==> src/rtl/core/xmoe_pkg.sv <==
`timescale 1ns / 1ps
`default_nettype none
// ----------------------------------------------------------------------------
// xmoe_pkg
// Shared constants and types for the memory operand encoder.
// ----------------------------------------------------------------------------
package xmoe_pkg;

    localparam int unsigned MaxBytes = 6;
    localparam int unsigned CntW     = $clog2(MaxBytes + 1);

    // addressing modes
    localparam logic [1:0] MODE_DISP      = 2'd0;
    localparam logic [1:0] MODE_BASE      = 2'd1;
    localparam logic [1:0] MODE_BASE_IDX  = 2'd2;
    localparam logic [1:0] MODE_IDX       = 2'd3;

    // ModRM / SIB register field codes
    localparam logic [2:0] RM_SP = 3'b100;
    localparam logic [2:0] RM_BP = 3'b101;

    // ModRM mod codes
    localparam logic [1:0] MOD_NODISP = 2'b00;
    localparam logic [1:0] MOD_DISP8  = 2'b01;
    localparam logic [1:0] MOD_DISP32 = 2'b10;

    localparam logic [7:0] SIB_SP_BASE = 8'h24;

    // one assembled operand, byte 0 first
    typedef struct packed {
        logic [8*MaxBytes-1:0] bytes;
        logic [MaxBytes-1:0]   disp_mask;
        logic [CntW-1:0]       count;
        logic                  err;
    } t_enc_item;

endpackage
`default_nettype wire

==> src/rtl/core/x86_memory_operand_encoder.sv <==
`timescale 1ns / 1ps
`default_nettype none
// ----------------------------------------------------------------------------
// x86_memory_operand_encoder
// Encodes one memory operand into ModRM, optional SIB and displacement bytes.
// ----------------------------------------------------------------------------
//  channel   direction  handshake                   payload
//  in        input      i_in_valid / o_in_stall     mode, reg, base, index, scale, disp
//  out       output     o_out_valid / i_out_stall   code byte, disp flag, last, error
//  cfg       input      i_cfg_valid / o_cfg_ready   short displacement enable
//
//  An operand passes three register stages (capture, encode decision, byte
//  assembly) and then the output register. It leaves there at one byte per
//  cycle while the output is not stalled: an operand of N bytes (1 to 6)
//  occupies the byte-wide output register until its last byte is taken,
//  which sets the sustained rate; the stages ahead keep filling meanwhile.
//  Synchronous active-low reset empties all stages and sets the short
//  displacement enable. A stall on the output holds every full stage in place.
// ----------------------------------------------------------------------------
module x86_memory_operand_encoder (
    input  wire logic        i_clk,
    input  wire logic        i_rst_n,
    // operand input
    input  wire logic        i_in_valid,
    output logic             o_in_stall,
    input  wire logic [1:0]  i_addressing_mode,
    input  wire logic [2:0]  i_reg_code,
    input  wire logic [2:0]  i_base_low,
    input  wire logic [2:0]  i_index_low,
    input  wire logic [1:0]  i_scale_code,
    input  wire logic signed [31:0] i_displacement,
    // byte output
    output logic             o_out_valid,
    input  wire logic        i_out_stall,
    output logic [7:0]       o_code_byte,
    output logic             o_is_displacement,
    output logic             o_last_byte,
    output logic             o_index_error,
    // configuration
    input  wire logic        i_cfg_valid,
    output logic             o_cfg_ready,
    input  wire logic        i_cfg_data
);
    import xmoe_pkg::*;

    // configuration register
    logic r_short_en;

    assign o_cfg_ready = 1'b1;

    always_ff @(posedge i_clk) begin
        if (!i_rst_n) begin
            r_short_en <= 1'b1;
        end else if (i_cfg_valid && o_cfg_ready) begin
            r_short_en <= i_cfg_data;
        end
    end

    // stage valids and flow control
    logic r_s1_valid, r_s2_valid, r_s3_valid;
    logic w_ser_ready;
    logic w_s3_free, w_s2_free, w_s1_free;

    // a stage may take new data when empty or when its content moves on
    assign w_s3_free  = !r_s3_valid || w_ser_ready;
    assign w_s2_free  = !r_s2_valid || w_s3_free;
    assign w_s1_free  = !r_s1_valid || w_s2_free;
    assign o_in_stall = !w_s1_free;

    always_ff @(posedge i_clk) begin
        if (!i_rst_n) begin
            r_s1_valid <= 1'b0;
            r_s2_valid <= 1'b0;
            r_s3_valid <= 1'b0;
        end else begin
            if (w_s1_free) begin
                r_s1_valid <= i_in_valid;
            end
            if (w_s2_free) begin
                r_s2_valid <= r_s1_valid;
            end
            if (w_s3_free) begin
                r_s3_valid <= r_s2_valid;
            end
        end
    end

    // ---------------- stage 1: capture the operand fields ----------------
    logic [1:0]  r_s1_mode;
    logic [2:0]  r_s1_reg, r_s1_base, r_s1_idx;
    logic [1:0]  r_s1_scale;
    logic [31:0] r_s1_disp;

    always_ff @(posedge i_clk) begin
        if (w_s1_free) begin
            r_s1_mode  <= i_addressing_mode;
            r_s1_reg   <= i_reg_code;
            r_s1_base  <= i_base_low;
            r_s1_idx   <= i_index_low;
            r_s1_scale <= i_scale_code;
            r_s1_disp  <= i_displacement;
        end
    end

    // ---------------- stage 2: choose mod, rm, SIB and disp size ----------------
    logic [1:0]  n_mod;
    logic [2:0]  n_rm;
    logic        n_has_sib;
    logic [7:0]  n_sib;
    logic [2:0]  n_disp_len;
    logic        n_err;
    logic        w_fits8;
    logic        w_disp_zero;
    logic [7:0]  w_sib_idx;

    // value fits a signed byte when bits 31..7 are all equal
    assign w_fits8     = (r_s1_disp[31:7] == '0) || (r_s1_disp[31:7] == '1);
    assign w_disp_zero = (r_s1_disp == '0);
    assign w_sib_idx   = {r_s1_scale, r_s1_idx, 3'b000};

    always_comb begin
        n_mod      = MOD_NODISP;
        n_rm       = RM_BP;
        n_has_sib  = 1'b0;
        n_sib      = 8'h00;
        n_disp_len = 3'd4;
        n_err      = 1'b0;
        unique case (r_s1_mode)
            MODE_DISP: begin
                n_mod      = MOD_NODISP;
                n_rm       = RM_BP;
                n_disp_len = 3'd4;
            end
            MODE_IDX: begin
                // no base: SIB base field 101 with mod 00 forces disp32
                n_mod      = MOD_NODISP;
                n_rm       = RM_SP;
                n_has_sib  = 1'b1;
                n_sib      = w_sib_idx | {5'b00000, RM_BP};
                n_disp_len = 3'd4;
                n_err      = (r_s1_idx == RM_SP);
            end
            MODE_BASE, MODE_BASE_IDX: begin
                // BP base with mod 00 would mean no base, so keep a displacement
                priority if (w_disp_zero && r_s1_base != RM_BP) begin
                    n_mod      = MOD_NODISP;
                    n_disp_len = 3'd0;
                end else if (r_short_en && w_fits8) begin
                    n_mod      = MOD_DISP8;
                    n_disp_len = 3'd1;
                end else begin
                    n_mod      = MOD_DISP32;
                    n_disp_len = 3'd4;
                end
                if (r_s1_mode == MODE_BASE) begin
                    n_rm = r_s1_base;
                    if (r_s1_base == RM_SP) begin
                        n_has_sib = 1'b1;
                        n_sib     = SIB_SP_BASE;
                    end
                end else begin
                    n_rm      = RM_SP;
                    n_has_sib = 1'b1;
                    n_sib     = w_sib_idx | {5'b00000, r_s1_base};
                    n_err     = (r_s1_idx == RM_SP);
                end
            end
            default: begin
                n_mod = MOD_NODISP;
            end
        endcase
    end

    logic [7:0]  r_s2_modrm;
    logic        r_s2_has_sib;
    logic [7:0]  r_s2_sib;
    logic [2:0]  r_s2_disp_len;
    logic        r_s2_err;
    logic [31:0] r_s2_disp;

    always_ff @(posedge i_clk) begin
        if (w_s2_free) begin
            r_s2_modrm    <= {n_mod, r_s1_reg, n_rm};
            r_s2_has_sib  <= n_has_sib;
            r_s2_sib      <= n_sib;
            r_s2_disp_len <= n_disp_len;
            r_s2_err      <= n_err;
            r_s2_disp     <= r_s1_disp;
        end
    end

    // ---------------- stage 3: assemble the byte string ----------------
    t_enc_item n_item;
    t_enc_item r_s3_item;

    always_comb begin
        n_item.err = r_s2_err;
        if (r_s2_has_sib) begin
            n_item.bytes     = {r_s2_disp, r_s2_sib, r_s2_modrm};
            n_item.disp_mask = 6'b111100;
            n_item.count     = CntW'(r_s2_disp_len) + CntW'(2);
        end else begin
            n_item.bytes     = {8'h00, r_s2_disp, r_s2_modrm};
            n_item.disp_mask = 6'b011110;
            n_item.count     = CntW'(r_s2_disp_len) + CntW'(1);
        end
    end

    always_ff @(posedge i_clk) begin
        if (w_s3_free) begin
            r_s3_item <= n_item;
        end
    end

    // ---------------- output register: one byte per transfer ----------------
    xmoe_serializer u_serializer (
        .i_clk             (i_clk),
        .i_rst_n           (i_rst_n),
        .i_load_valid      (r_s3_valid),
        .i_item            (r_s3_item),
        .o_load_ready      (w_ser_ready),
        .o_out_valid       (o_out_valid),
        .i_out_stall       (i_out_stall),
        .o_code_byte       (o_code_byte),
        .o_is_displacement (o_is_displacement),
        .o_last_byte       (o_last_byte),
        .o_index_error     (o_index_error)
    );

endmodule
`default_nettype wire

==> src/rtl/core/xmoe_serializer.sv <==
`timescale 1ns / 1ps
`default_nettype none
// ----------------------------------------------------------------------------
// xmoe_serializer
// Holds one assembled operand and sends it out one byte per transfer.
// ----------------------------------------------------------------------------
module xmoe_serializer (
    input  wire logic               i_clk,
    input  wire logic               i_rst_n,
    input  wire logic               i_load_valid,
    input  wire xmoe_pkg::t_enc_item i_item,
    output logic                    o_load_ready,
    output logic                    o_out_valid,
    input  wire logic               i_out_stall,
    output logic [7:0]              o_code_byte,
    output logic                    o_is_displacement,
    output logic                    o_last_byte,
    output logic                    o_index_error
);
    import xmoe_pkg::*;

    logic                  r_valid;
    logic [8*MaxBytes-1:0] r_buf;
    logic [MaxBytes-1:0]   r_mask;
    logic [CntW-1:0]       r_left;
    logic                  r_err;
    logic                  w_xfer;
    logic                  w_last;
    logic                  w_load;

    assign w_last       = (r_left == CntW'(1));
    assign w_xfer       = r_valid && !i_out_stall;
    assign o_load_ready = !r_valid || (w_xfer && w_last);
    assign w_load       = i_load_valid && o_load_ready;

    always_ff @(posedge i_clk) begin
        if (!i_rst_n) begin
            r_valid <= 1'b0;
        end else if (w_load) begin
            r_valid <= 1'b1;
        end else if (w_xfer && w_last) begin
            r_valid <= 1'b0;
        end
    end

    always_ff @(posedge i_clk) begin
        if (w_load) begin
            r_buf  <= i_item.bytes;
            r_mask <= i_item.disp_mask;
            r_left <= i_item.count;
            r_err  <= i_item.err;
        end else if (w_xfer) begin
            // advance to the next byte
            r_buf  <= {8'h00, r_buf[8*MaxBytes-1:8]};
            r_mask <= {1'b0, r_mask[MaxBytes-1:1]};
            r_left <= r_left - CntW'(1);
        end
    end

    assign o_out_valid       = r_valid;
    assign o_code_byte       = r_buf[7:0];
    assign o_is_displacement = r_mask[0];
    assign o_last_byte       = w_last;
    assign o_index_error     = r_err;

endmodule
`default_nettype wire

==> config.mk <==
export PLATFORM = sky130hd
export DESIGN_NAME = x86_memory_operand_encoder
export DESIGN_NICKNAME = d
export VERILOG_FILES = /design/src/rtl/core/xmoe_pkg.sv /design/src/rtl/core/x86_memory_operand_encoder.sv /design/src/rtl/core/xmoe_serializer.sv
export SDC_FILE = /design/constraint.sdc
export NUM_CORES = 1
export LEC_CHECK = 0
export BUFFER_PORTS_ARGS = -buffer_cell sky130_fd_sc_hd__clkbuf_2
export CORE_AREA = 2 2 117 119
export DETAILED_ROUTE_END_ITERATION = 16
export DIE_AREA = 0 0 119 121
export GPL_ROUTABILITY_DRIVEN = 0
export PLACE_DENSITY = 0.83
export RECOVER_POWER = 100
export SLEW_MARGIN = 20
export SYNTH_ARGS = -nofsm -noshare
export SYNTH_HDL_FRONTEND = slang
export SYNTH_HIERARCHICAL = 1
export SYNTH_SLANG_ARGS = --single-unit
==> constraint.sdc <==
create_clock -name i_clk -period 11.1 [get_ports i_clk]
set_input_delay 1.665 -clock i_clk [delete_from_list [all_inputs] [get_ports i_clk]]
set_output_delay 1.665 -clock i_clk [all_outputs]
set_load 0.01 [all_outputs]
# --- Yosys cells after proc, flatten, opt, wreduce, memory -nomap -nowiden ---
# Index checks and enable logic that the tools add are counted.
classes:
  addsub: 3
  multipliers: 0
  div: 0
  n_lt_le_gt_ge: 0
  n_eq_ne: 8
  shifts: 0
  n_mux: 25
  bitwise: 1
  n_reduce_logical: 23
op_table:
  columns: ["op", "n"]
  rows:
  - ["$mux W48", 2]
  - ["$mux W49", 1]
  - ["$logic_not A32 Y1", 1]
  - ["$eq A25 B25 Y1 const B", 1]
  - ["$logic_not A25 Y1", 1]
  - ["$mux W6", 3]
  - ["$pmux W8 S2", 1]
  - ["$mux W3", 5]
  - ["$pmux W3 S3", 1]
  - ["$mux W8", 1]
  - ["$or A8 B3 Y8", 1]
  - ["$eq A3 B3 Y1 const B", 2]
  - ["$logic_not A1 Y1", 6]
  - ["$pmux W3 S2", 1]
  - ["$logic_and A1 B1 Y1", 5]
  - ["$logic_or A1 B1 Y1", 5]
  - ["$mux W1", 5]
  - ["$eq A2 B2 Y1 const B", 2]
  - ["$mux W2", 2]
  - ["$pmux W1 S2", 2]
  - ["$pmux W2 S2", 1]
  - ["$reduce_bool A2 Y1", 2]
  - ["$reduce_or A2 Y1", 2]
  - ["$add A3 B1 Y3 const B", 1]
  - ["other kinds (6)", 6]
word_totals:
  reg_bits: 219
  latchBits: 0
  ram_bits: 0
  rom_bits: 0
  in_bits: 51
  output_inout_bits: 14
  elab_cells: 86
  memories: 0

# --- Depth between registers and ports, before layout ---
logic_depth:
  word_depth: 8
  depth_mapped: 8
  depth_no_buf: 8

# --- Cells and area by module ---
# Netlist, hierarchy kept.
by_module_without_submodules:
  columns: ["mod", "n_inst", "cells_per_inst", "area_each_um2", "seq_area_each_um2"]
  rows:
  - ["x86_memory_operand_encoder", 1, 278, 5520.3, 4584.4]
  - ["xmoe_serializer", 1, 147, 2723.9, 1761.7]

# --- Least setup slack after synthesis ---
# Ideal clock, no wire load.
synth_path:
  path_type: "input -> output"
  start: "input i_out_stall"
  end: "output o_in_stall"
  arrival_ns: 3.539
  required_time_ns: 9.435
  slack_ns: 5.896
  stages: 4
  path_buffers: 0
  cell_sequence: "o21ai_0 -> nor2b_1 -> nand3_1 -> inv_1"
synth_between:
  elab_chain_cells: 8
synth_rtl:
  columns: ["item", "line_no", "text"]
  rows:
  - ["from (decl)", "x86_memory_operand_encoder.sv:34", "input wire logic i_out_stall,"]
  - ["$logic_not A1 Y1", "xmoe_serializer.sv:32", "assign w_xfer = r_valid && !i_out_stall;"]
  - ["$logic_and A1 B1 Y1", "xmoe_serializer.sv:32", null]
  - ["$logic_and A1 B1 Y1", "xmoe_serializer.sv:33", "assign o_load_ready = !r_valid || (w_xfer && w_last);"]
  - ["$logic_or A1 B1 Y1", "xmoe_serializer.sv:33", null]
  - ["$logic_or A1 B1 Y1", "x86_memory_operand_encoder.sv:65", "assign w_s3_free = !r_s3_valid || w_ser_ready;"]
  - ["$logic_or A1 B1 Y1", "x86_memory_operand_encoder.sv:66", "assign w_s2_free = !r_s2_valid || w_s3_free;"]
  - ["$logic_or A1 B1 Y1", "x86_memory_operand_encoder.sv:67", "assign w_s1_free = !r_s1_valid || w_s2_free;"]
  - ["$logic_not A1 Y1", "x86_memory_operand_encoder.sv:68", "assign o_in_stall = !w_s1_free;"]
  - ["to (decl)", "x86_memory_operand_encoder.sv:25", "output logic o_in_stall,"]
# Every way passes these cells.

# --- Worst setup path after layout ---
layout_path:
  start: "input i_out_stall"
  end: "output o_in_stall"
layout_between:
  elab_chain_cells: 8
layout_rtl:
  columns: ["item", "line_no", "text"]
  rows:
  - ["$logic_not A1 Y1", "xmoe_serializer.sv:32", null]
  - ["$logic_and A1 B1 Y1", "xmoe_serializer.sv:32", null]
  - ["$logic_and A1 B1 Y1", "xmoe_serializer.sv:33", null]
  - ["$logic_or A1 B1 Y1", "xmoe_serializer.sv:33", null]
  - ["via w_ser_ready", "x86_memory_operand_encoder.sv:61", "logic w_ser_ready;"]
  - ["$logic_or A1 B1 Y1", "x86_memory_operand_encoder.sv:65", null]
  - ["$logic_or A1 B1 Y1", "x86_memory_operand_encoder.sv:66", null]
  - ["$logic_or A1 B1 Y1", "x86_memory_operand_encoder.sv:67", null]
  - ["$logic_not A1 Y1", "x86_memory_operand_encoder.sv:68", null]
# The timed path passes the listed nets, and every way through them passes these cells.

==> metrics <==
Yosys warnings 6; initial antenna violation count 0; met3 Use GR roughly 2.5%; failing checks capacitance limit, slew limit; synth cell count leaders 208 x edfxtp_1, 49 x mux2_2, 29 x mux2_4; Antenna diodes 0; via-per-instance ratio about 5.5; Initial Utilization a little over three fifths; grt total ovfl 0; drt first pass iters 5; largest net degree at the start of global routing 58; Hold Path Class flip-flop to flip-flop; placed cell area 8668 sq um; global routing's busiest layer met2; Vias 3752; PwrDens around 180 nW/um^2; critical path peak fanout 46; post-cts hold buffer count 0; Clock Latency Late Sink 0.49 ns; WHS 0.4173 ns; core region area approximately 13000 sq um; Pleak ~3.4 nW; kind of critical path input port to primary output; CP Cell Sequence clkbuf_1, o21ai_0, nor2b_1, nand3_1, inv_1, clkbuf_1; Fillers around 820; critical path's slowest cell nand3_1; Worst Path Buf+Inv 3; top post-synthesis cells by area edfxtp_1 76%, mux2_2 6.7%, mux2_4 5.3%; clock-pin slew of the registers on the worst-case setup and hold paths roughly 0.06 ns; Largest register FFs 54; Tmin final about 6.1 ns; die span in y between 100 and 150 um; nets approximately 550; DRC viols 0; outcome finished with violations; first-pass GRT wire length between 20000 and 25000 um; Worst-Margin Slew between 3 and 4 ns; delay-heaviest family, CP simple AND/OR/NAND/NOR gates; Hold Path Cell Cnt 0; Synth area leader edfxtp_1; sequential fraction of the synthesis area 76.98%; EDFF count, synth between 200 and 250; # rows 42; Yosys cell types 41; max-capacitance violation count 6; postcts setup bufs 0; CP peak stage delay about 1.5 ns; Slew Viols, Final 306; layout cell share with drive strength beyond 1 a little under a quarter; most numerous cell in the Yosys netlist edfxtp_1; top cell type's share of synthesized area 75.76%; Area growth, synth to finish 11.05%; Fin Clk Skew roughly 0.015 ns; WL final roughly 13000 um; Worst setup SP type input port; Wirelength per Cell roughly 19 um; clk buf depth 3; die width approximately 120 um; met1 Usage GRT about a quarter; most flop-heavy register r_s3_item; crit path DAT around 4.4 ns; final period utilization between 50% and 60%; async set or reset register ratio after synthesis 0%; biggest registers after layout r_s3_item x54, u_serializer/r_buf x48; H-tree depth 1; CTS tree built; final number of setup-violating endpoints 0; Final Hold Violating Endpoints 0; CTS Buf Count 21; #FFs+latches synth 213; IO Pins 65; cells on worst reg2reg path 6; Worst path depth 6; Cell Area, Synth 8244 sq um; Cells after Synth between 400 and 500; Setup TNS Final 0 ns; ys flop type edfxtp_1; Avg Cell Area, Syn between 15 and 20 sq um; clock root buffer clkbuf_16; Resized cells post-CTS 0; Tot Pwr 1.675 mW; Final HPWL DP approximately 7700 um; GRT Total Usage 18.35%; die area ~14000 sq um; TritonCTS Sinks around 210; Final ANT Viol Nets 0; most used cell, CP clkbuf_1; worst vdd ir about 0.00013 V; Port Buffers between 60 and 70; CP Capture Type primary output; design area between 9000 and 10000 sq um; Peak Freq about 160 MHz; RSZ-0062 raised after global routing no; First DRT Iteration DRCs 252; CP required 9.44 ns; Worst slew margin -107.0%; M2 GR Usage between 30% and 40%; vias in the first global route between 3k and 4k
## cell type report
cell class,count,area (sq um),area share (%)
clock buffer,26,564.3,6.164
clock inverter,11,85.08,0.9293
inverter,12,45.04,0.4920
multi-input combinational,182,1584,17.30
sequential,213,6346,69.32
tap,176,220.2,2.405
timing repair buffer,67,310.3,3.389
## path summary, 6_finish.rpt
check	start	endpoint	slack (ns)
max	i_out_stall	o_in_stall	5.02
min reg2reg	r_s3_item[0]	u_serializer/o_index_error	0.42
min	r_s3_item[0]	u_serializer/o_index_error	0.42
max reg2reg	u_serializer/r_left[0]	u_serializer/r_buf[46]	6.58
## placed cells by master, fill, tap and decap left out, types with 6 or more instances in the layout
cell type  instances
and2_0            14
and2_1             8
clkbuf_1          23
clkbuf_16         21
clkbuf_2          47
edfxtp_1         208
ha_1               6
inv_1             11
mux2_1            40
mux2_2            38
nand4_1            7
nor2_1             6
o21ai_0            6
## through the flow
stage          util [%]  instances  worst slack (ns)
5_1_grt           69.97        687             4.629
6_report          69.97        687             5.015
4_1_cts           71.21        687             5.624
3_3_place_gp      66.21        650             5.841
2_1_floorplan         -        428             5.896
3_5_place_dp      66.25        650             5.628
## logic make-up (layout without fill, tap and decap cells)
logic type	after synthesis	count (layout)	share of synthesized area [%]
flops	213	213	76.98
xor+xnor	2	2	0.2125
compound gates	19	19	1.396
buf+inv	33	116	2.701
fa+ha+maj	6	6	0.9106
mux	81	81	12.34
simple gates	69	69	5.373
other cells	2	5	0.09109
## where the power goes
group          switching, mW  internal, mW
logic                 0.0311        0.0314
registers             0.0193         0.931
clock network          0.277         0.385
## per-layer routing
| metal | wire, um | vias to the layer above |
|---|---|---|
| met5 | 0 | - |
| met4 | 291 | 0 |
| met3 | 686 | 19 |
| met2 | 6595 | 145 |
| met1 | 5316 | 1820 |
| li1 | - | 1768 |
(Power assumes the default switching activity.)
